[src/bpid_pkg.sv]
`default_nettype none

package bpid_pkg;

    localparam int unsigned RAW_W    = 16;
    localparam int unsigned TEMP_W   = 13;
    localparam int unsigned GAIN_W   = 16;
    localparam int unsigned DUTY_W   = 16;
    localparam int unsigned MS_W     = 10;
    localparam int unsigned LIMIT_W  = 8;
    localparam int unsigned ERR_W    = 14;
    localparam int unsigned DERR_W   = 15;
    localparam int unsigned ISUM_W   = 40;
    localparam int unsigned ACC_W    = 42;
    localparam int unsigned FRAC_W   = 10;
    localparam int unsigned MUL_W    = 17;
    localparam int unsigned PROD_W   = 2 * MUL_W;
    localparam int unsigned CFG_IDX_W = 3;
    localparam int unsigned CFG_DAT_W = 16;

    localparam int unsigned PERIOD_MS_DEF = 1000;
    localparam int unsigned PERIOD_W      = 16;

    localparam int unsigned DIV_STEPS = DUTY_W;
    localparam int unsigned DIV_CNT_W = $clog2(DIV_STEPS);

    localparam logic [ISUM_W-1:0] ISUM_MAX = {1'b0, {(ISUM_W-1){1'b1}}};
    localparam logic [ISUM_W-1:0] ISUM_MIN = {1'b1, {(ISUM_W-1){1'b0}}};

    localparam logic [TEMP_W-1:0]  RST_TARGET = 13'd380;
    localparam logic [GAIN_W-1:0]  RST_GAIN_P = 16'd256;
    localparam logic [GAIN_W-1:0]  RST_GAIN_I = 16'd0;
    localparam logic [GAIN_W-1:0]  RST_GAIN_D = 16'd0;
    localparam logic [DUTY_W-1:0]  RST_MAX    = 16'd100;
    localparam logic [LIMIT_W-1:0] RST_LIMIT  = 8'd10;
    localparam logic [TEMP_W-1:0]  RST_FLOOR  = 13'd40;

    typedef enum logic [1:0] {
        MODE_NORMAL   = 2'd0,
        MODE_SENSOR   = 2'd1,
        MODE_OVERHEAT = 2'd2
    } t_mode;

    typedef enum logic [CFG_IDX_W-1:0] {
        CFG_TARGET = 3'd0,
        CFG_GAIN_P = 3'd1,
        CFG_GAIN_I = 3'd2,
        CFG_GAIN_D = 3'd3,
        CFG_MAX    = 3'd4,
        CFG_LIMIT  = 3'd5,
        CFG_FLOOR  = 3'd6
    } t_cfg_idx;

    typedef struct packed {
        logic [TEMP_W-1:0]  target_temp;
        logic [GAIN_W-1:0]  gain_p;
        logic [GAIN_W-1:0]  gain_i;
        logic [GAIN_W-1:0]  gain_d;
        logic [DUTY_W-1:0]  max_duty;
        logic [LIMIT_W-1:0] overheat_limit;
        logic [TEMP_W-1:0]  sensor_floor;
    } t_cfg;

    typedef enum logic [3:0] {
        OP_LOAD,
        OP_MUL_P,
        OP_MUL_I,
        OP_INTEG,
        OP_MUL_D,
        OP_ADD_D,
        OP_CLAMP,
        OP_MUL_T,
        OP_DIV_INIT,
        OP_DIV_STEP,
        OP_FINISH
    } t_op;

    typedef enum logic [1:0] {
        HOLD_NONE,
        HOLD_IN,
        HOLD_DIV,
        HOLD_OUT
    } t_hold;

    localparam int unsigned PC_W = 4;

    localparam logic [PC_W-1:0] STEP_LOAD     = 4'd0;
    localparam logic [PC_W-1:0] STEP_MUL_P    = 4'd1;
    localparam logic [PC_W-1:0] STEP_MUL_I    = 4'd2;
    localparam logic [PC_W-1:0] STEP_INTEG    = 4'd3;
    localparam logic [PC_W-1:0] STEP_MUL_D    = 4'd4;
    localparam logic [PC_W-1:0] STEP_ADD_D    = 4'd5;
    localparam logic [PC_W-1:0] STEP_CLAMP    = 4'd6;
    localparam logic [PC_W-1:0] STEP_MUL_T    = 4'd7;
    localparam logic [PC_W-1:0] STEP_DIV_INIT = 4'd8;
    localparam logic [PC_W-1:0] STEP_DIV      = 4'd9;
    localparam logic [PC_W-1:0] STEP_FINISH   = 4'd10;
    localparam logic [PC_W-1:0] STEP_LAST     = STEP_FINISH;

    typedef struct packed {
        t_op             op;
        t_hold           hold;
        logic            jump;
        logic [PC_W-1:0] target;
    } t_uword;

    typedef struct packed {
        t_op  op;
        logic fire;
    } t_ctrl;

    typedef struct packed {
        logic div_last;
        logic out_busy;
    } t_stat;

    function automatic t_uword ucode(input logic [PC_W-1:0] pc);
        t_uword w;
        w = '{op: OP_LOAD, hold: HOLD_IN, jump: 1'b1, target: STEP_LOAD};
        case (pc)
            STEP_LOAD:     w = '{OP_LOAD,     HOLD_IN,   1'b0, STEP_LOAD};
            STEP_MUL_P:    w = '{OP_MUL_P,    HOLD_NONE, 1'b0, STEP_LOAD};
            STEP_MUL_I:    w = '{OP_MUL_I,    HOLD_NONE, 1'b0, STEP_LOAD};
            STEP_INTEG:    w = '{OP_INTEG,    HOLD_NONE, 1'b0, STEP_LOAD};
            STEP_MUL_D:    w = '{OP_MUL_D,    HOLD_NONE, 1'b0, STEP_LOAD};
            STEP_ADD_D:    w = '{OP_ADD_D,    HOLD_NONE, 1'b0, STEP_LOAD};
            STEP_CLAMP:    w = '{OP_CLAMP,    HOLD_NONE, 1'b0, STEP_LOAD};
            STEP_MUL_T:    w = '{OP_MUL_T,    HOLD_NONE, 1'b0, STEP_LOAD};
            STEP_DIV_INIT: w = '{OP_DIV_INIT, HOLD_NONE, 1'b0, STEP_LOAD};
            STEP_DIV:      w = '{OP_DIV_STEP, HOLD_DIV,  1'b0, STEP_LOAD};
            STEP_FINISH:   w = '{OP_FINISH,   HOLD_OUT,  1'b1, STEP_LOAD};
            default:       w = '{OP_LOAD,     HOLD_NONE, 1'b1, STEP_LOAD};
        endcase
        return w;
    endfunction

endpackage

`default_nettype wire

[src/bpid_seq.sv]
`default_nettype none

module bpid_seq (
    input  wire logic            i_clk,
    input  wire logic            i_rst_n,
    input  wire logic            i_in_valid,
    input  wire bpid_pkg::t_stat i_stat,
    output logic                 o_in_ready,
    output bpid_pkg::t_ctrl      o_ctrl
);

    logic [bpid_pkg::PC_W-1:0] r_pc;
    logic [bpid_pkg::PC_W-1:0] n_pc;
    bpid_pkg::t_uword          uw;
    logic                      fire;
    logic                      advance;

    always_comb begin
        uw         = bpid_pkg::ucode(r_pc);
        o_in_ready = (uw.hold == bpid_pkg::HOLD_IN);
        case (uw.hold)
            bpid_pkg::HOLD_IN:  fire = i_in_valid;
            bpid_pkg::HOLD_OUT: fire = !i_stat.out_busy;
            default:            fire = 1'b1;
        endcase
        advance = (uw.hold == bpid_pkg::HOLD_DIV) ? i_stat.div_last : fire;
        if (!advance) begin
            n_pc = r_pc;
        end else if (uw.jump) begin
            n_pc = uw.target;
        end else begin
            n_pc = r_pc + 1'b1;
        end
        o_ctrl.op   = uw.op;
        o_ctrl.fire = fire;
    end

    always_ff @(posedge i_clk) begin
        if (!i_rst_n) begin
            r_pc <= bpid_pkg::STEP_LOAD;
        end else begin
            r_pc <= n_pc;
        end
    end

    a_finish_returns: assert property (@(posedge i_clk) disable iff (!i_rst_n)
        (o_ctrl.fire && o_ctrl.op == bpid_pkg::OP_FINISH) |=> r_pc == bpid_pkg::STEP_LOAD)
        else $error("sequencer did not return to the load step after a result");

endmodule

`default_nettype wire

[config.mk]
export PLATFORM = sky130hd
export DESIGN_NAME = bpid_seq
export DESIGN_NICKNAME = d
export VERILOG_FILES = /design/src/bpid_pkg.sv /design/src/bpid_seq.sv
export SDC_FILE = /design/constraint.sdc
export NUM_CORES = 1
export LEC_CHECK = 0
export CORE_AREA = 5 5 42 44
export CTS_CLUSTER_DIAMETER = 200
export DETAILED_ROUTE_END_ITERATION = 12
export DIE_AREA = 0 0 47 49
export DONT_BUFFER_PORTS = 1
export GPL_TIMING_DRIVEN = 0
export PLACE_DENSITY = 0.61
export SLEW_MARGIN = 40
export SYNTH_ARGS = -nofsm -noshare
export SYNTH_HDL_FRONTEND = slang
export SYNTH_SLANG_ARGS = --single-unit
[constraint.sdc]
create_clock -name i_clk -period 3.45 [get_ports i_clk]
set_input_delay 0.69 -clock i_clk [delete_from_list [all_inputs] [get_ports i_clk]]
set_output_delay 0.69 -clock i_clk [all_outputs]
set_load 0.05 [all_outputs]
Word level (Yosys, flattened, before mapping)
Memory sizes are Yosys's and may differ from the RTL's. A register that Yosys moved wholly into a read port is not among the register bits.
Index checks and enable logic that the tools add are counted.
- memory bits (read-only): 112
- input bits: 5
- memories kept: 1
- bits in registers: 4
- add/sub/neg operators: 1
- equality and inequality tests: 3
- reduce and logical (&&, ||, !) cells: 1
- multiplexer cells: 5
- memories (memory ; depth ; bits a word ; read ports ; clocked after memory_dff ; write ports ; line ; RTL):
    (no name shown) ; 16 ; 7 ; 1 ; 1 ; 0 ; bpid_pkg.sv:120 ; case (pc)
- operators with widths (kind ; number):
    two-way mux 4 bit ; 3
    adder 4 x 1 -> 4 bit (second input constant) ; 1
    equality test 2 bit (second input constant) ; 2
    equality test 2 x 1 -> 1 bit (second input constant) ; 1
    case mux 1 bit (2 select lines) ; 1
    zero test 1 bit ; 1
    two-way mux 1 bit ; 1

Logic depth before layout (Yosys ltp)
Gate-level depths: netlist of run 1.
- word-level depth: 5
- gate-level depth with buffers: 8

Worst setup path before layout of run 1
No wires, ideal clock.
- path kind: in2reg
- start: input port i_stat[0] in the netlist's numbering
- end: register uw[8] (netlist name)
- data arrival time: 1936 ps
- setup time: 129 ps
- path slack: 1384 ps
- buffers on the path: 0
- stages on the path: 8
- path through: nand2b_1 a31oi_4 mux2i_1 nand2b_1 inv_1 ha_1 inv_1 o22ai_1
- cells in the longest elaborated chain, start to end: 5
- ends and longest elaborated chain (element ; line ; RTL):
    start, declared ; bpid_seq.sv:7 ; input wire bpid_pkg::t_stat i_stat,
    zero test 1 bit ; bpid_seq.sv:23 ; bpid_pkg::HOLD_OUT: fire = !i_stat.out_busy;
    case mux 1 bit (2 select lines) ; bpid_seq.sv:21 ; case (uw.hold)
    two-way mux 1 bit ; bpid_seq.sv:26 ; advance = (uw.hold == bpid_pkg::HOLD_DIV) ? i_stat.div_last : fire;
    two-way mux 4 bit (no line) (2 in series) ; -- ;
Every way passes these cells.
A chain may end at the register's enable or synchronous reset.

Worst setup path after layout of run 1
- start: input port i_stat[0] in the netlist's numbering
- end: register uw[5] (netlist name)
- cells in the longest elaborated chain, start to end: 5
- ends and longest elaborated chain (element ; line):
    zero test 1 bit ; bpid_seq.sv:23
    case mux 1 bit (2 select lines) ; bpid_seq.sv:21
    two-way mux 1 bit ; bpid_seq.sv:26
    two-way mux 4 bit (no line) (2 in series) ; --
Every way passes these cells.

==> results.py, run 1 <==
metrics = {
    "global_routing": {
        "busiest_layer": "met2",
        "grt_pass1_wl_um": 1860,
        "grt_use_total": 0.112,
        "antenna_found_initial": 0,
        "gr-usage-met1": 0.127,
        "grt_max_degree": 10,
        "grt_use_met2": 0.176,
        "grt_overflow": 0,
        "met3_usage": 0.0664,
        "grt_pass1_vias": 451,
    },
    "sta": {
        "drv_slew": 0,
        "finalSetupViolCount": 0,
        "hold_ws_ps": 560,
        "tightest_slew_ps": 469,
        "tns_ps": 0,
        "fin_crit_ps": 2020,
        "slew_headroom": 0.686,
        "fmax_ghz": 0.496,
        "rsz0062_at_grt": "false",
        "hold_violations": 0,
        "clock_skew_ps": 0.794,
        "min_period_over_period": 0.585,
    },
    "power_and_ir_drop": {
        "leakage_nw": 0.306,
        "switching_power_w": 0.000192,
        "p_clk_frac": 0.183,
        "combPwrFrac": 0.443,
        "power_switching_share": 0.420,
        "internal_power_w": 0.000266,
        "p_per_area_nw_per_um2": 680,
        "seq_power_share": 0.374,
        "ir_worst_vdd_v": 0.000427,
    },
    "clock_network": {
        "cts_resized": 0,
        "htree_levels": 1,
        "clk_latency_ps": 260,
        "path_clk_slew_ps": 60,
        "cts_hold_buffers": 0,
        "cts_buffers": 3,
        "cts_tree": "yes",
        "cts_root_buffer": "clkbuf_4",
        "post_cts_buffers": 0,
        "clockBufferDepth": 2,
        "numClockSinks": 11,
    },
    "placement": {
        "hpwl_um": 807,
        "gp_congestion": 0.726,
        "port-buffer-count": 0,
        "place_area_um2": 647,
    },
    "synth": {
        "synth_compound_area_frac": 0.216,
        "synthSimpleGateAreaFrac": 0.184,
        "synthXorXnorAreaFrac": 0.0140,
        "yosysSeqAreaShare": 0.351,
        "synth_most_common_cell": "dfxtp_1",
        "synthesis.area_um2": 627,
        "syn_area_per_cell_um2": 9.22,
        "synth-edff-count": 0,
        "synth_ff_type": "dfxtp_1",
        "synth_common_cells": "dfxtp_1 (11), inv_1 (9), buf_4 (5), ha_1 (5), nor2_1 (5)",
        "synth_adder_area_share": 0.0998,
        "synthMuxAreaShare": 0.0160,
        "yosys_register_bits": 11,
        "yosys-top-cells-area": "dfxtp_1 (35%), ha_1 (10%), buf_4 (6.0%)",
        "yosys.area.top_type": "dfxtp_1",
        "synth_nets": 78,
        "synth_top_area_frac": 0.351,
        "synth-warning-count": 0,
        "synth_top_family_by_area": "compound AO/OA/AOI/OAI gates",
        "ys_types": 30,
        "async_reset_ff_frac": 0,
        "synth_cells": 68,
    },
    "detailed_routing": {
        "vias": 454,
        "dr.pass1.iters": 2,
        "drt-initial-drc-count": 9,
        "antenna_left": 0,
        "drc": 0,
        "avgViaCountPerCell": 5.16,
        "drt-wirelength-per-cell_um": 11.8,
        "drt_wl_total_um": 1040,
    },
    "critical_path": {
        "crit_path_max_fanout": 9,
        "crit_chain": "nand2b_1, a31oi_4, nor2_1, a31oi_1, ha_1, inv_1, o32ai_2",
        "start_kind": "primary input",
        "slowest_stage": "a31oi_1",
        "path_buf_inv": 1,
        "critPathMaxStageDelay_ps": 390,
        "critPathKind": "primary input to flip-flop",
        "cp.arrival_ps": 2190,
        "cpLargestDelayFamily": "compound AO/OA/AOI/OAI gates",
        "critical_path_required_ps": 3630,
        "rrSetupSlack_ps": 1480,
        "cp-end-kind": "flip-flop",
    },
    "layout": {
        "design_area_um2": 673,
        "multi_input_area_um2": 332,
        "layout-drive-gt1-share": 0.236,
        "fill_cells": 155,
        "nets": 83,
        "diodes": 0,
        "seq_area_um2": 220,
        "area_delta_synth_final_pct": 7.39,
    },
    "floorplanning": {
        "die_w_um": 47,
        "rows": 14,
        "die_h_um": 49,
        "dieArea_um2": 2300,
        "initial_core_util": 0.447,
        "pin_count": 11,
        "coreArea_um2": 1400,
    },
    "outcome": {
        "status": "completed",
    },
    "job": {
        "drv_cap": 0,
    },
    "min_path": {
        "min_path_type": "flip-flop to flip-flop",
    },
}
-- layout by cell type, fill, tap and decap left out, drive strengths merged, types with 2 or more instances in the layout --
| cell | n |
|---|---|
| ha | 5 |
| dfxtp | 11 |
| nand2 | 4 |
| nor3 | 2 |
| nor2 | 5 |
| inv | 10 |
| clkbuf | 4 |
| o22ai | 2 |
| a31oi | 3 |
| nand2b | 3 |
| o21ai | 2 |
| buf | 5 |
-- path summary, 6_finish.rpt --
check / from / end / depth (start not counted)
max reg2reg: uw[5]$_DFF_P_ / uw[5]$_DFF_P_ / 7
min: r_pc[3]$_SDFFE_PN0N_ / uw[7]$_DFF_P_ / 1
min reg2reg: r_pc[3]$_SDFFE_PN0N_ / uw[7]$_DFF_P_ / 1
max: i_stat[0] / uw[5]$_DFF_P_ / 7
-- per-layer routing --
metal	share of wire	up-vias	wire, µm
met4	0	0	0
met1	0.41	208	429
met2	0.52	9	536
met5	0	-	0
met3	0.068	0	71
li1	-	237	-
-- final cells by class --
type                       instances  share of cell area
multi-input combinational         42               0.493
buffer                             5              0.0558
tap                               16              0.0297
inverter                          10              0.0558
clock buffer                       4              0.0390
sequential                        11               0.327
-- state kept, by name, summed over array words and instances (netlist names) --
signal and flops:
uw 7, r_pc 4
-- power by group through the flow --
stage | Clock (W) | Sequential (W) | Combinational (W)
2_1_floorplan | 0 | 0.000169 | 0.000186
3_3_place_gp | 0 | 0.000173 | 0.000202
3_5_place_dp | 0 | 0.000175 | 0.000206
4_1_cts | 0.0000876 | 0.000172 | 0.000207
5_1_grt | 0.0000974 | 0.000177 | 0.000225
6_report | 0.0000837 | 0.000171 | 0.000203
-- worst reg2reg max path, delay by kind of cell, from the launching register on --
kind / cells / cell delay (ps)
buffers and inverters: 1 / 50
DFF: 1 / 330
AOI/OAI and AO/OA: 3 / 990
adders and majority gates: 1 / 230
and+or+nand+nor: 2 / 290
-- stage by stage --
| step | power, W | utilization | setup slack (ps) | std cells |
|---|---|---|---|---|
| final | 0.000458 | 0.480 | 1430 | 88 |
| after global routing | 0.000499 | 0.480 | 1310 | 88 |
| after CTS | 0.000466 | 0.480 | 1410 | 88 |
| after detailed placement | 0.000380 | 0.462 | 1140 | 84 |
| after global placement | 0.000376 | 0.462 | 1170 | 84 |
| after floorplan | 0.000355 | - | 1380 | 68 |
-- kinds of logic after synthesis --
group | after synthesis
simple gates | 21
buf+inv | 15
compound gates | 14
flops | 11
fa+ha+maj | 5
xor+xnor | 1
mux | 1
No activity file was read; power rests on OpenSTA's default activity.
==> run 2, diff against run 1 <==
- clock period: 3.45 -> 2.05 ns (I/O delays scaled with it)
==> run 2 against run 1 <==
Net effect:
- global-route usage unchanged
- combinational power up 83%
- worst setup slack got worse by 1200 ps
- clock-buffer cell count stayed put
- clock skew about the same
- via count rose by 3.7%
- final cell count grew 3.4%
- critical endpoint is now uw[8]$_DFF_P_
- largest power group unchanged
==> results.py, run 2 (same netlist as run 1, synthesis figures left out) <==
metrics = {
    "sta": {
        "slew_headroom": 0.789,
        "finalSetupViolCount": 0,
        "fin_crit_ps": 1830,
        "tightest_slew_ps": 315,
        "tns_ps": 0,
        "min_period_over_period": 0.894,
        "timing.final.ws_setup_ps": 217,
        "clock_skew_ps": 1.17,
        "fmax_ghz": 0.545,
        "drv_slew": 0,
        "rsz0062_at_grt": "false",
        "hold_violations": 0,
    },
    "detailed_routing": {
        "drt_wl_total_um": 1100,
        "dr.pass1.iters": 4,
        "drt-wirelength-per-cell_um": 12.1,
        "vias": 471,
        "antenna_left": 0,
        "avgViaCountPerCell": 5.18,
        "drt-initial-drc-count": 9,
        "drc": 0,
    },
    "clock_network": {
        "cts_root_buffer": "clkbuf_4",
        "clk_latency_ps": 260,
        "cts_tree": "yes",
        "numClockSinks": 11,
        "cts_buffers": 3,
        "clockBufferDepth": 2,
        "path_clk_slew_ps": 60,
        "cts_hold_buffers": 0,
        "htree_levels": 1,
    },
    "power_and_ir_drop": {
        "p_clk_frac": 0.174,
        "power_switching_share": 0.414,
        "switching_power_w": 0.000331,
        "leakage_nw": 0.320,
        "combPwrFrac": 0.466,
        "ir_worst_vdd_v": 0.000712,
        "seq_power_share": 0.361,
        "internal_power_w": 0.000468,
        "p_per_area_nw_per_um2": 1140,
    },
    "critical_path": {
        "critPathKind": "flip-flop to flip-flop",
        "reg2reg_to": "uw[8]$_DFF_P_",
        "crit_path_max_fanout": 6,
        "cp-end-kind": "flip-flop",
        "critical_path_required_ps": 2190,
        "slowest_stage": "dfxtp_1",
        "cp.arrival_ps": 1970,
        "worstSetupStartpoint": "uw[6]$_SDFF_PP0_",
        "start_kind": "flip-flop",
        "crit_chain": "nor3b_2, a31oi_4, mux2i_1, nand2b_1, inv_1, ha_1, inv_1, o22ai_1",
        "crit_top_cell": "inv_1",
        "critPathMaxStageDelay_ps": 450,
        "rrSetupSlack_ps": 220,
        "r2r-start": "uw[6]$_SDFF_PP0_",
        "crit_path_end": "uw[8]$_DFF_P_",
        "r2r_cells": 8,
    },
    "layout": {
        "postLayoutCoreUtil": 0.501,
        "final_common_cell": "dfxtp_1",
        "diodes": 0,
        "layout-drive-gt1-share": 0.280,
        "nets": 86,
        "area_delta_synth_final_pct": 12.0,
        "largest_register_ffs": 7,
        "fill_cells": 155,
        "final_cell_mix": "dfxtp_1 (11), inv_1 (9), buf_4 (8)",
    },
    "placement": {
        "hpwl_um": 807,
        "port-buffer-count": 0,
        "dp_slack_ps": 20.3,
        "gp_congestion": 0.726,
    },
    "floorplanning": {
        "coreArea_um2": 1400,
        "rows": 14,
        "dieArea_um2": 2300,
        "initial_core_util": 0.447,
        "die_w_um": 47,
        "die_h_um": 49,
        "pin_count": 11,
    },
    "global_routing": {
        "met3_usage": 0.0664,
        "grt_overflow": 0,
        "gr-usage-met1": 0.127,
        "antenna_found_initial": 0,
        "busiest_layer": "met2",
        "grt_pass1_vias": 451,
        "grt_pass1_wl_um": 1860,
        "grt_use_total": 0.112,
        "grt_use_met2": 0.176,
        "grt_max_degree": 10,
    },
    "outcome": {
        "status": "completed",
    },
    "job": {
        "drv_cap": 0,
    },
    "min_path": {
        "min_path_type": "primary input to flip-flop",
    },
}
-- run 2: worst max-delay path, delay by kind of cell, from the launching register on --
kind                       cells  cell delay [ps]
AOI/OAI and AO/OA              2              320
adders and majority gates      1              210
buffers and inverters          2              190
muxes                          1              190
DFF                            1              450
and+or+nand+nor                2              350
-- run 2: layout make-up --
class	instances	area [µm²]	share of cell area
plain buffers	5	37.5	0.0535
clock buffers	4	26.3	0.0374
inverters	10	37.5	0.0535
multi-input cells	42	338	0.481
flip-flops and latches	11	220	0.314
well taps	16	20.0	0.0285
repair buffers	3	22.5	0.0321
-- run 2: how the worst min path moves through the flow --
stage | from | end | slack [ps] | cells after the start
2_1_floorplan | r_pc[3]$_SDFFE_PN0N_ | uw[7]$_DFF_P_ | 500 | 1
6_report | i_rst_n | r_pc[3]$_SDFFE_PN0N_ | 330 | 1
3_3_place_gp | r_pc[3]$_SDFFE_PN0N_ | uw[7]$_DFF_P_ | 560 | 1
5_1_grt | i_rst_n | r_pc[3]$_SDFFE_PN0N_ | 330 | 1
3_5_place_dp | r_pc[3]$_SDFFE_PN0N_ | uw[7]$_DFF_P_ | 560 | 1
4_1_cts | i_rst_n | r_pc[3]$_SDFFE_PN0N_ | 320 | 1
-- run 2: per-layer routing --
metal	vias up	share of wire
li1	243	-
met1	216	0.42
met2	12	0.51
met3	0	0.064
met4	0	0
met5	-	0
-- run 2: timing repair --
action                     4_1_cts  5_1_grt
setup endpoints to repair        0        3
setup buffers                    0        3
gates resized for setup          0        1
-- run 2: through the flow --
step	area [µm²]	hold slack, ps	std cells	total power [W]
floorplan	627	497	68	0.000597
global placement	647	557	84	0.000632
detailed placement	647	560	84	0.000640
CTS	673	317	88	0.000784
global route	702	333	91	0.000870
finish	702	329	91	0.000799
-- run 2: power groups by stage --
stage | registers (W) | logic, W | clock network (W)
2_1_floorplan | 0.000284 | 0.000313 | 0
3_3_place_gp | 0.000292 | 0.000341 | 0
3_5_place_dp | 0.000294 | 0.000346 | 0
4_1_cts | 0.000289 | 0.000348 | 0.000147
5_1_grt | 0.000297 | 0.000408 | 0.000164
6_report | 0.000288 | 0.000372 | 0.000139
