**src/bpid_pkg.sv**
```systemverilog
`default_nettype none

package bpid_pkg;

    localparam int unsigned RAW_W    = 16;
    localparam int unsigned TEMP_W   = 13;
    localparam int unsigned GAIN_W   = 16;
    localparam int unsigned DUTY_W   = 16;
    localparam int unsigned MS_W     = 10;
    localparam int unsigned LIMIT_W  = 8;
    localparam int unsigned ERR_W    = 14;
    localparam int unsigned DERR_W   = 15;
    localparam int unsigned ISUM_W   = 40;
    localparam int unsigned ACC_W    = 42;
    localparam int unsigned FRAC_W   = 10;
    localparam int unsigned MUL_W    = 17;
    localparam int unsigned PROD_W   = 2 * MUL_W;
    localparam int unsigned CFG_IDX_W = 3;
    localparam int unsigned CFG_DAT_W = 16;

    localparam int unsigned PERIOD_MS_DEF = 1000;
    localparam int unsigned PERIOD_W      = 16;

    localparam int unsigned DIV_STEPS = DUTY_W;
    localparam int unsigned DIV_CNT_W = $clog2(DIV_STEPS);

    localparam logic [ISUM_W-1:0] ISUM_MAX = {1'b0, {(ISUM_W-1){1'b1}}};
    localparam logic [ISUM_W-1:0] ISUM_MIN = {1'b1, {(ISUM_W-1){1'b0}}};

    localparam logic [TEMP_W-1:0]  RST_TARGET = 13'd380;
    localparam logic [GAIN_W-1:0]  RST_GAIN_P = 16'd256;
    localparam logic [GAIN_W-1:0]  RST_GAIN_I = 16'd0;
    localparam logic [GAIN_W-1:0]  RST_GAIN_D = 16'd0;
    localparam logic [DUTY_W-1:0]  RST_MAX    = 16'd100;
    localparam logic [LIMIT_W-1:0] RST_LIMIT  = 8'd10;
    localparam logic [TEMP_W-1:0]  RST_FLOOR  = 13'd40;

    typedef enum logic [1:0] {
        MODE_NORMAL   = 2'd0,
        MODE_SENSOR   = 2'd1,
        MODE_OVERHEAT = 2'd2
    } t_mode;

    typedef enum logic [CFG_IDX_W-1:0] {
        CFG_TARGET = 3'd0,
        CFG_GAIN_P = 3'd1,
        CFG_GAIN_I = 3'd2,
        CFG_GAIN_D = 3'd3,
        CFG_MAX    = 3'd4,
        CFG_LIMIT  = 3'd5,
        CFG_FLOOR  = 3'd6
    } t_cfg_idx;

    typedef struct packed {
        logic [TEMP_W-1:0]  target_temp;
        logic [GAIN_W-1:0]  gain_p;
        logic [GAIN_W-1:0]  gain_i;
        logic [GAIN_W-1:0]  gain_d;
        logic [DUTY_W-1:0]  max_duty;
        logic [LIMIT_W-1:0] overheat_limit;
        logic [TEMP_W-1:0]  sensor_floor;
    } t_cfg;

    typedef enum logic [3:0] {
        OP_LOAD,
        OP_MUL_P,
        OP_MUL_I,
        OP_INTEG,
        OP_MUL_D,
        OP_ADD_D,
        OP_CLAMP,
        OP_MUL_T,
        OP_DIV_INIT,
        OP_DIV_STEP,
        OP_FINISH
    } t_op;

    typedef enum logic [1:0] {
        HOLD_NONE,
        HOLD_IN,
        HOLD_DIV,
        HOLD_OUT
    } t_hold;

    localparam int unsigned PC_W = 4;

    localparam logic [PC_W-1:0] STEP_LOAD     = 4'd0;
    localparam logic [PC_W-1:0] STEP_MUL_P    = 4'd1;
    localparam logic [PC_W-1:0] STEP_MUL_I    = 4'd2;
    localparam logic [PC_W-1:0] STEP_INTEG    = 4'd3;
    localparam logic [PC_W-1:0] STEP_MUL_D    = 4'd4;
    localparam logic [PC_W-1:0] STEP_ADD_D    = 4'd5;
    localparam logic [PC_W-1:0] STEP_CLAMP    = 4'd6;
    localparam logic [PC_W-1:0] STEP_MUL_T    = 4'd7;
    localparam logic [PC_W-1:0] STEP_DIV_INIT = 4'd8;
    localparam logic [PC_W-1:0] STEP_DIV      = 4'd9;
    localparam logic [PC_W-1:0] STEP_FINISH   = 4'd10;
    localparam logic [PC_W-1:0] STEP_LAST     = STEP_FINISH;

    typedef struct packed {
        t_op             op;
        t_hold           hold;
        logic            jump;
        logic [PC_W-1:0] target;
    } t_uword;

    typedef struct packed {
        t_op  op;
        logic fire;
    } t_ctrl;

    typedef struct packed {
        logic div_last;
        logic out_busy;
    } t_stat;

    function automatic t_uword ucode(input logic [PC_W-1:0] pc);
        t_uword w;
        w = '{op: OP_LOAD, hold: HOLD_IN, jump: 1'b1, target: STEP_LOAD};
        case (pc)
            STEP_LOAD:     w = '{OP_LOAD,     HOLD_IN,   1'b0, STEP_LOAD};
            STEP_MUL_P:    w = '{OP_MUL_P,    HOLD_NONE, 1'b0, STEP_LOAD};
            STEP_MUL_I:    w = '{OP_MUL_I,    HOLD_NONE, 1'b0, STEP_LOAD};
            STEP_INTEG:    w = '{OP_INTEG,    HOLD_NONE, 1'b0, STEP_LOAD};
            STEP_MUL_D:    w = '{OP_MUL_D,    HOLD_NONE, 1'b0, STEP_LOAD};
            STEP_ADD_D:    w = '{OP_ADD_D,    HOLD_NONE, 1'b0, STEP_LOAD};
            STEP_CLAMP:    w = '{OP_CLAMP,    HOLD_NONE, 1'b0, STEP_LOAD};
            STEP_MUL_T:    w = '{OP_MUL_T,    HOLD_NONE, 1'b0, STEP_LOAD};
            STEP_DIV_INIT: w = '{OP_DIV_INIT, HOLD_NONE, 1'b0, STEP_LOAD};
            STEP_DIV:      w = '{OP_DIV_STEP, HOLD_DIV,  1'b0, STEP_LOAD};
            STEP_FINISH:   w = '{OP_FINISH,   HOLD_OUT,  1'b1, STEP_LOAD};
            default:       w = '{OP_LOAD,     HOLD_NONE, 1'b1, STEP_LOAD};
        endcase
        return w;
    endfunction

endpackage

`default_nettype wire

```
**src/bpid_dp.sv**
```systemverilog
`default_nettype none

module bpid_dp #(
    parameter int unsigned PERIOD_MS = bpid_pkg::PERIOD_MS_DEF
) (
    input  wire logic                          i_clk,
    input  wire logic                          i_rst_n,
    input  wire bpid_pkg::t_cfg                i_cfg,
    input  wire bpid_pkg::t_ctrl               i_ctrl,
    input  wire logic [bpid_pkg::RAW_W-1:0]    i_raw_word,
    input  wire logic                          i_out_ready,
    output bpid_pkg::t_stat                    o_stat,
    output logic                               o_valid,
    output logic [bpid_pkg::DUTY_W-1:0]        o_duty,
    output logic [bpid_pkg::MS_W-1:0]          o_on_ms,
    output logic [bpid_pkg::MS_W-1:0]          o_off_ms,
    output logic [1:0]                         o_fault_mode,
    output logic [bpid_pkg::TEMP_W-1:0]        o_temperature
);

    localparam logic [bpid_pkg::PERIOD_W-1:0] PERIOD_V = bpid_pkg::PERIOD_W'(PERIOD_MS);
    localparam int unsigned CEIL_W = bpid_pkg::DUTY_W + bpid_pkg::FRAC_W;

    logic [bpid_pkg::TEMP_W-1:0]          r_temp, n_temp;
    logic signed [bpid_pkg::ERR_W-1:0]    r_err, n_err;
    logic signed [bpid_pkg::DERR_W-1:0]   r_derr, n_derr;
    logic signed [bpid_pkg::ERR_W-1:0]    r_prev, n_prev;
    logic signed [bpid_pkg::ISUM_W-1:0]   r_isum, n_isum;
    logic [bpid_pkg::LIMIT_W-1:0]         r_cnt, n_cnt;
    bpid_pkg::t_mode                      r_mode, n_mode;
    logic signed [bpid_pkg::PROD_W-1:0]   r_prod, n_prod;
    logic                                 r_gate, n_gate;
    logic signed [bpid_pkg::ACC_W-1:0]    r_acc, n_acc;
    logic [bpid_pkg::DUTY_W-1:0]          r_duty, n_duty;
    logic [bpid_pkg::DUTY_W-1:0]          r_rem, n_rem;
    logic [bpid_pkg::DUTY_W-1:0]          r_quo, n_quo;
    logic [bpid_pkg::DIV_CNT_W-1:0]       r_div_cnt, n_div_cnt;
    logic                                 r_out_valid, n_out_valid;
    logic [bpid_pkg::DUTY_W-1:0]          r_o_duty, n_o_duty;
    logic [bpid_pkg::MS_W-1:0]            r_o_on, n_o_on;
    logic [bpid_pkg::MS_W-1:0]            r_o_off, n_o_off;
    bpid_pkg::t_mode                      r_o_mode, n_o_mode;
    logic [bpid_pkg::TEMP_W-1:0]          r_o_temp, n_o_temp;

    logic [bpid_pkg::TEMP_W-1:0]          raw_temp;
    logic [bpid_pkg::ERR_W-1:0]           raw_err;
    logic [bpid_pkg::LIMIT_W-1:0]         cnt_dec;
    logic signed [bpid_pkg::MUL_W-1:0]    mul_a, mul_b;
    logic signed [bpid_pkg::PROD_W-1:0]   mul_p;
    logic [bpid_pkg::ISUM_W:0]            isum_add;
    logic [CEIL_W-1:0]                    ceil_v;
    logic [CEIL_W-1:0]                    clamp_v;
    logic [bpid_pkg::DUTY_W:0]            trial;
    logic [bpid_pkg::DUTY_W-1:0]          quo_v;
    logic [bpid_pkg::PERIOD_W-1:0]        off_v;

    always_comb begin
        raw_temp = i_raw_word[bpid_pkg::RAW_W-1:bpid_pkg::RAW_W-bpid_pkg::TEMP_W];
        raw_err  = bpid_pkg::ERR_W'({1'b0, i_cfg.target_temp} - {1'b0, raw_temp});
        ceil_v   = {i_cfg.max_duty, {bpid_pkg::FRAC_W{1'b0}}};
        isum_add = {r_isum[bpid_pkg::ISUM_W-1], r_isum}
                 + {{(bpid_pkg::ISUM_W+1-bpid_pkg::PROD_W){r_prod[bpid_pkg::PROD_W-1]}}, r_prod};
        trial    = {r_rem, r_quo[bpid_pkg::DUTY_W-1]};
        quo_v    = (i_cfg.max_duty == '0) ? '0 : r_quo;
        off_v    = PERIOD_V - quo_v;
        cnt_dec  = (r_cnt != '0) ? r_cnt - 1'b1 : r_cnt;

        if (r_acc[bpid_pkg::ACC_W-1]) begin
            clamp_v = '0;
        end else if ($unsigned(r_acc) > {{(bpid_pkg::ACC_W-CEIL_W){1'b0}}, ceil_v}) begin
            clamp_v = ceil_v;
        end else begin
            clamp_v = r_acc[CEIL_W-1:0];
        end

        mul_a = '0;
        mul_b = '0;
        case (i_ctrl.op)
            bpid_pkg::OP_MUL_P: begin
                mul_a = {1'b0, i_cfg.gain_p};
                mul_b = {{(bpid_pkg::MUL_W-bpid_pkg::ERR_W){r_err[bpid_pkg::ERR_W-1]}}, r_err};
            end
            bpid_pkg::OP_MUL_I: begin
                mul_a = {1'b0, i_cfg.gain_i};
                mul_b = {{(bpid_pkg::MUL_W-bpid_pkg::ERR_W){r_err[bpid_pkg::ERR_W-1]}}, r_err};
            end
            bpid_pkg::OP_MUL_D: begin
                mul_a = {1'b0, i_cfg.gain_d};
                mul_b = {{(bpid_pkg::MUL_W-bpid_pkg::DERR_W){r_derr[bpid_pkg::DERR_W-1]}},
                         r_derr};
            end
            bpid_pkg::OP_MUL_T: begin
                mul_a = {1'b0, r_duty};
                mul_b = {1'b0, PERIOD_V};
            end
            default: begin
                mul_a = '0;
                mul_b = '0;
            end
        endcase
        mul_p = mul_a * mul_b;

        n_temp      = r_temp;
        n_err       = r_err;
        n_derr      = r_derr;
        n_prev      = r_prev;
        n_isum      = r_isum;
        n_cnt       = r_cnt;
        n_mode      = r_mode;
        n_prod      = r_prod;
        n_gate      = r_gate;
        n_acc       = r_acc;
        n_duty      = r_duty;
        n_rem       = r_rem;
        n_quo       = r_quo;
        n_div_cnt   = r_div_cnt;
        n_out_valid = r_out_valid && !i_out_ready;
        n_o_duty    = r_o_duty;
        n_o_on      = r_o_on;
        n_o_off     = r_o_off;
        n_o_mode    = r_o_mode;
        n_o_temp    = r_o_temp;

        if (i_ctrl.fire) begin
            case (i_ctrl.op)
                bpid_pkg::OP_LOAD: begin
                    n_temp = raw_temp;
                    if (raw_temp < i_cfg.sensor_floor) begin
                        n_mode = bpid_pkg::MODE_SENSOR;
                    end
                    if (raw_temp > i_cfg.target_temp) begin
                        if (r_cnt > i_cfg.overheat_limit) begin
                            n_mode = bpid_pkg::MODE_OVERHEAT;
                        end else if (r_cnt != '1) begin
                            n_cnt = r_cnt + 1'b1;
                        end
                    end else if (n_mode == bpid_pkg::MODE_OVERHEAT) begin
                        n_cnt = cnt_dec;
                        if (cnt_dec == '0) begin
                            n_mode = bpid_pkg::MODE_NORMAL;
                        end
                    end
                    n_err  = raw_err;
                    n_derr = {raw_err[bpid_pkg::ERR_W-1], raw_err}
                           - {r_prev[bpid_pkg::ERR_W-1], r_prev};
                    n_prev = raw_err;
                end
                bpid_pkg::OP_MUL_P: begin
                    n_prod = mul_p;
                    n_gate = r_isum < $signed({{(bpid_pkg::ISUM_W-CEIL_W){1'b0}}, ceil_v});
                end
                bpid_pkg::OP_MUL_I: begin
                    n_acc  = {{(bpid_pkg::ACC_W-bpid_pkg::PROD_W){r_prod[bpid_pkg::PROD_W-1]}},
                              r_prod};
                    n_prod = mul_p;
                end
                bpid_pkg::OP_INTEG: begin
                    if (r_gate) begin
                        if (isum_add[bpid_pkg::ISUM_W] != isum_add[bpid_pkg::ISUM_W-1]) begin
                            n_isum = isum_add[bpid_pkg::ISUM_W] ? bpid_pkg::ISUM_MIN
                                                                : bpid_pkg::ISUM_MAX;
                        end else begin
                            n_isum = isum_add[bpid_pkg::ISUM_W-1:0];
                        end
                    end
                end
                bpid_pkg::OP_MUL_D: begin
                    n_acc  = r_acc
                           + {{(bpid_pkg::ACC_W-bpid_pkg::ISUM_W){r_isum[bpid_pkg::ISUM_W-1]}},
                              r_isum};
                    n_prod = mul_p;
                end
                bpid_pkg::OP_ADD_D: begin
                    n_acc = r_acc
                          + {{(bpid_pkg::ACC_W-bpid_pkg::PROD_W){r_prod[bpid_pkg::PROD_W-1]}},
                             r_prod};
                end
                bpid_pkg::OP_CLAMP: begin
                    if (r_mode == bpid_pkg::MODE_NORMAL) begin
                        n_duty = clamp_v[CEIL_W-1:bpid_pkg::FRAC_W];
                    end else begin
                        n_duty = '0;
                    end
                end
                bpid_pkg::OP_MUL_T: begin
                    n_prod = mul_p;
                end
                bpid_pkg::OP_DIV_INIT: begin
                    n_rem     = r_prod[2*bpid_pkg::DUTY_W-1:bpid_pkg::DUTY_W];
                    n_quo     = r_prod[bpid_pkg::DUTY_W-1:0];
                    n_div_cnt = '0;
                end
                bpid_pkg::OP_DIV_STEP: begin
                    if (trial >= {1'b0, i_cfg.max_duty}) begin
                        n_rem = bpid_pkg::DUTY_W'(trial - {1'b0, i_cfg.max_duty});
                        n_quo = {r_quo[bpid_pkg::DUTY_W-2:0], 1'b1};
                    end else begin
                        n_rem = trial[bpid_pkg::DUTY_W-1:0];
                        n_quo = {r_quo[bpid_pkg::DUTY_W-2:0], 1'b0};
                    end
                    n_div_cnt = r_div_cnt + 1'b1;
                end
                bpid_pkg::OP_FINISH: begin
                    n_o_duty    = r_duty;
                    n_o_on      = quo_v[bpid_pkg::MS_W-1:0];
                    n_o_off     = off_v[bpid_pkg::MS_W-1:0];
                    n_o_mode    = r_mode;
                    n_o_temp    = r_temp;
                    n_out_valid = 1'b1;
                end
                default: begin
                    n_out_valid = r_out_valid && !i_out_ready;
                end
            endcase
        end
    end

    always_ff @(posedge i_clk) begin
        if (!i_rst_n) begin
            r_prev      <= '0;
            r_isum      <= '0;
            r_cnt       <= '0;
            r_mode      <= bpid_pkg::MODE_NORMAL;
            r_out_valid <= 1'b0;
        end else begin
            r_prev      <= n_prev;
            r_isum      <= n_isum;
            r_cnt       <= n_cnt;
            r_mode      <= n_mode;
            r_out_valid <= n_out_valid;
        end
        r_temp    <= n_temp;
        r_err     <= n_err;
        r_derr    <= n_derr;
        r_prod    <= n_prod;
        r_gate    <= n_gate;
        r_acc     <= n_acc;
        r_duty    <= n_duty;
        r_rem     <= n_rem;
        r_quo     <= n_quo;
        r_div_cnt <= n_div_cnt;
        r_o_duty  <= n_o_duty;
        r_o_on    <= n_o_on;
        r_o_off   <= n_o_off;
        r_o_mode  <= n_o_mode;
        r_o_temp  <= n_o_temp;
    end

    assign o_stat.div_last = (r_div_cnt == bpid_pkg::DIV_CNT_W'(bpid_pkg::DIV_STEPS - 1));
    assign o_stat.out_busy = r_out_valid && !i_out_ready;
    assign o_valid         = r_out_valid;
    assign o_duty          = r_o_duty;
    assign o_on_ms         = r_o_on;
    assign o_off_ms        = r_o_off;
    assign o_fault_mode    = r_o_mode;
    assign o_temperature   = r_o_temp;

    a_fault_zero: assert property (@(posedge i_clk) disable iff (!i_rst_n)
        (r_out_valid && r_o_mode != bpid_pkg::MODE_NORMAL) |-> r_o_duty == '0)
        else $error("nonzero duty reported in a fault mode");

    a_times_sum: assert property (@(posedge i_clk) disable iff (!i_rst_n)
        r_out_valid |-> bpid_pkg::MS_W'(r_o_on + r_o_off) == PERIOD_V[bpid_pkg::MS_W-1:0])
        else $error("on and off times do not add up to the period");

    a_duty_ceiling: assert property (@(posedge i_clk) disable iff (!i_rst_n)
        r_out_valid |-> r_o_duty <= i_cfg.max_duty)
        else $error("duty above the configured ceiling");

endmodule

`default_nettype wire

```
**config.mk**
```make
export PLATFORM = sky130hd
export DESIGN_NAME = bpid_dp
export DESIGN_NICKNAME = d
export VERILOG_FILES = /design/src/bpid_pkg.sv /design/src/bpid_dp.sv
export SDC_FILE = /design/constraint.sdc
export NUM_CORES = 2
export LEC_CHECK = 0
export BUFFER_PORTS_ARGS = -buffer_cell sky130_fd_sc_hd__buf_2
export CAP_MARGIN = 20
export CORE_MARGIN = 8
export CORE_UTILIZATION = 50
export CTS_BUF_LIST = sky130_fd_sc_hd__clkbuf_4 sky130_fd_sc_hd__clkbuf_8
export CTS_CLUSTER_DIAMETER = 100
export DETAILED_ROUTE_END_ITERATION = 8
export PLACE_DENSITY_LB_ADDON = 0.1
export SLEW_MARGIN = 25
export SYNTH_ARGS = -nofsm -noshare
export SYNTH_HDL_FRONTEND = slang
export SYNTH_SLANG_ARGS = --single-unit
```
**constraint.sdc**
```tcl
create_clock -name i_clk -period 22.9 [get_ports i_clk]
set_input_delay 4.58 -clock i_clk [delete_from_list [all_inputs] [get_ports i_clk]]
set_output_delay 4.58 -clock i_clk [all_outputs]
set_load 0.02 [all_outputs]
```
Word level (Yosys, flattened, before mapping)
Cells that the tools add are included.
- bits of input ports: 122
- bits in read-only memories: 0
- flip-flop bits (word level): 287
- RAM bits: 0
- memories kept: 0
- bits in latches: 0
- reduce and logical (&&, ||, !) cells: 22
- magnitude comparators: 6
- eq/ne operators: 16
- add/subtract/negate cells: 10
- div/mod/pow operators: 0
- bitwise gates (word level): 1
- shift-type cells: 0
- muxes and demuxes: 26
- multipliers: 1
- operators by type and width (kind ; count):
    $pmux W42 S3 ; 1
    $add A42 B42 Y42 ; 2
    $mux W40 ; 2
    $pmux W16 S2 ; 2
    $pmux W16 S4 ; 1
    $pmux W17 S3 ; 1
    $gt A42 B26 Y1 ; 1
    $add A40 B34 Y41 ; 1
    $lt A40 B27 Y1 ; 1
    $mux W8 ; 5
    $mul A17 B17 Y34 ; 1
    $mux W26 ; 1
    $ge A17 B16 Y1 ; 1
    $eq A4 B3 Y1 const B ; 4
    $eq A4 B4 Y1 const B ; 4
    $logic_not A16 Y1 ; 1
    $mux W16 ; 1
    $sub A16 B16 Y16 ; 1
    $sub A14 B14 Y15 ; 1
    $mux W2 ; 7
    $reduce_and A2 Y1 ; 7
    $sub A13 B13 Y14 ; 1
    $gt A13 B13 Y1 ; 1
    $lt A13 B13 Y1 ; 1
    other kinds (28) ; 33

Logic depth before layout (Yosys ltp)
- depth in word-level cells: 7
- gate-level depth with buffers: 33
- depth with buffers taken out: 30

Worst setup path before layout
OpenSTA, ideal clock, no wires.
- path type: input to register
- from: input port i_ctrl[4] (netlist bit)
- to: register r_prod[32] (netlist bit), data pin
- library setup time: 0.266 ns
- data arrival time: 12.137 ns
- cell stages on the path: 32
- buffers on the path: 4
- data required time: 22.634 ns
- slack: 10.497 ns
- cells stage by stage: or2_2 clkbuf_1 nor3b_1 or2_2 clkbuf_1 clkbuf_1 a221o_1 clkbuf_1 nand2_1 fa_1 inv_1 fa_1 inv_1 fa_1 inv_1 fa_1 fa_1 inv_1 fa_1 inv_1 ha_1 o21a_1 o21ai_0 nand2_1 a21oi_1 a21oi_1 a221oi_1 o221a_2 o31ai_1 nor4_1 nor3_1 xor2_1
- word-level cells in the longest chain between the ends: 4
- elaborated cells between the ends (all ways): 8
- those cells by class: mul (1); eq/ne (4); mux (2); reduce/logical (1)
- ends and longest elaborated chain (what ; RTL line ; source):
    start: declaration ; bpid_dp.sv:9 ; input wire bpid_pkg::t_ctrl i_ctrl,
    $eq A4 B2 Y1 or $eq A4 B1 Y1 (tied branches) ; bpid_dp.sv:78 ; case (i_ctrl.op)
    $reduce_or A2 Y1 (no line) ; -- ;
    $pmux W17 S3 ; bpid_dp.sv:78 ;
    $mul A17 B17 Y34 * ; bpid_dp.sv:101 ; mul_p = mul_a * mul_b;
    net mul_p, one bit ; bpid_dp.sv:49 ; logic signed [bpid_pkg::PROD_W-1:0] mul_p;
    end signal: assignment ; bpid_dp.sv:235 ; r_prod <= n_prod;
    end: declaration ; bpid_dp.sv:31 ; logic signed [bpid_pkg::PROD_W-1:0] r_prod, n_prod;
The timed path passes the listed nets; every way through them passes the cells marked *.
A chain may end at the register's enable or synchronous reset.

Final worst setup path
Ends and elaborated chain as after synthesis.

==> metrics <==
sequential area share after synthesis=0.278; Levels on crit path=26; Synth Instances=3225; Worst path max stage delay=610 ps; clock transition at the registers of the reported paths=70 ps; most frequent cell after synthesis=nand2_1; Hold Crit Depth=0; RSZ-0062 raised after global routing=false; post_cts resized=0; Top cell by count, worst path=fa_1; initial core utilization=0.506; Routed Antenna Nets=0; die width=255 um; cts hold-fix bufs=0; Layout area overhead=10.1%; CTS sink count=286; Vias/cell=5.58; largest net degree at the start of global routing=71; Core Region=56400 um^2; outcome=complete, no violations; Worst setup EP type=flop; final setup violation count=0; detailed-route via count=23300; DIE AREA=64900 um^2; worst hold slack=417 ps; top cells by area, synth=edfxtp_1 23%, fa_1 15%, ha_1 13%; fin crit period=12480 ps; Worst-Skew Late Latency=690 ps; maximum vdd drop=0.0000477 V; # IOs=176; initial antenna violation count=5; crit-path max FO=25; CP Buf/Inv Count=4; GR Overflow Total=0; Yosys warning count=0; Detailed Place HPWL=64800 um; WL per Instance=19.3 um; Worst Hold Class=reg -> reg; Distinct cells, synth=75; global-route usage over all layers=0.248; First-pass DRT Iterations=6; slew margin rel.=0.286; Nets=4014; chip height=255 um; period utilization=0.545; layout cells sized above 1=0.0994; proportion of synthesized flip-flops having asynchronous set or reset=0; synth cell count leaders=500 x nand2_1, 408 x inv_1, 308 x nor2_1; crit path DAT=12860 ps; final wirelength=80600 um; utilization after layout=0.557; DRT iter0 DRCs=1661; htree depth=2; Fin. Hold Viols=0; Site Rows=87; Avg Synthesized Cell Area=8.84 um^2; Slew Limit Fails=0; setup_tns=0 ps; Top FF cell, synth=edfxtp_1; Power Dens Cells=45.5 nW/um^2; Reg2Reg Depth=22; # fillers=5196; Post-CTS Setup Bufs=0; leakage power=14.5 nW; max-cap violations=0; first-pass GRT wire length=127000 um; CTS buffer count=54; Yosys top cell by area=edfxtp_1; Crit path required time=23280 ps; Port Buffer Count=172; family with the most delay on the worst path=adder cells; flops & latches, synth=286; Least-Margin Pin Slew=1060 ps; Setup CP Type=in -> reg; number of synthesized flops with an enable pin=221; gpl congestion=0.966; post-synth top area share=0.233; Cell Area, Synth=28500 um^2; Root Buffer=clkbuf_8; Max Root-Sink Buffers=3; # DRC=0; slowest CP cell=fa_1; CTS tree=yes; Setup Skew=63.9 ps; Max Clock Freq=80.1 MHz; vias in the first global route=23800; syn nets=3863; Startpoint Class=primary input
## metal layers
metal / wire [um] / track usage / vias up
met2: 37200 / 0.414 / 690
met5: 13 / 0 / -
met1: 35100 / 0.322 / 11200
met3: 5530 / 0.0460 / 155
met4: 2760 / 0.0832 / 2
li1: - / - / 11300
## report_power, final
part           internal [W]  switching [W]
logic              0.000117       0.000185
registers          0.000577      0.0000117
clock network      0.000297       0.000241
## logic make-up after synthesis
logic type	share of synthesized area
compound gates	0.142
buf+inv	0.0693
xor+xnor	0.0439
mux	0.00983
fa+ha+maj	0.293
flops	0.278
simple gates	0.163
## area by class of cell
class / count / area (um^2) / share of cell area
clock inverters: 21 / 186 / 0.00594
flip-flops and latches: 286 / 7940 / 0.253
repair buffers: 207 / 1140 / 0.0362
inverters: 411 / 1550 / 0.0492
clock buffers: 79 / 968 / 0.0309
diodes: 1 / 2.50 / 0.0000797
well taps: 756 / 946 / 0.0301
multi-input cells: 2416 / 18700 / 0.595
## cell usage in the layout (no fill, tap or decap), types with 36 or more instances in the layout
master	n
a211oi_1	43
a21o_1	72
a21oi_1	165
buf_2	172
clkbuf_8	60
dfxtp_1	65
edfxtp_1	221
fa_1	213
ha_1	303
inv_1	408
nand2_1	500
nand4_1	36
nor2_1	301
o21ai_0	163
xnor2_1	89
xor2_1	52
## through the flow
stage	setup WS [ps]	total power [W]	cell area [um^2]	cells
floorplan	10500	0.000811	28500	3225
global placement	9470	0.000892	30200	4074
detailed placement	9730	0.000899	30200	4076
CTS	10450	0.00145	31400	4176
global route	10000	0.00150	31400	4176
finish	10420	0.00143	31400	4177
## sequential cells by signal, indices dropped and copies added, names as in the netlist, 4 cells and up
name and cells:
r_acc 42, r_isum 40, r_prod 34, o_duty 16
r_duty 16, r_quo 16, r_rem 16, r_derr 15
r_err 14, r_prev 14, o_temperature 13, r_temp 13
o_on_ms 10, o_off_ms 9, r_cnt 8, r_div_cnt 4
## worst register-to-register path, stage by stage, from the launching register on
cell and delay (ps):
edfxtp_1 480, nand2_1 220, and4_1 530, nor2_1 150, fa_1 560, inv_1 60, fa_1 510, fa_1 530
inv_1 60, fa_1 470, fa_1 520, fa_1 490, ha_1 390, a21oi_1 210, nand2_1 80, o31ai_1 510
a21oi_1 260, a221oi_1 600, o221a_2 320, o31ai_1 100, nor4_1 200, nor3_1 110, xor2_1 150
## worst paths after layout
check                          start                          to  slack [ps]
max                        i_ctrl[4]        r_prod[32]$_DFFE_PP_       10420
min              r_temp[5]$_DFFE_PP_  o_temperature[5]$_DFFE_PP_         420
max reg2reg  r_duty[6]$_SDFFCE_PP0P_        r_prod[32]$_DFFE_PP_       15110
min reg2reg      r_temp[5]$_DFFE_PP_  o_temperature[5]$_DFFE_PP_         420
No activity file was read; power rests on OpenSTA's default activity.
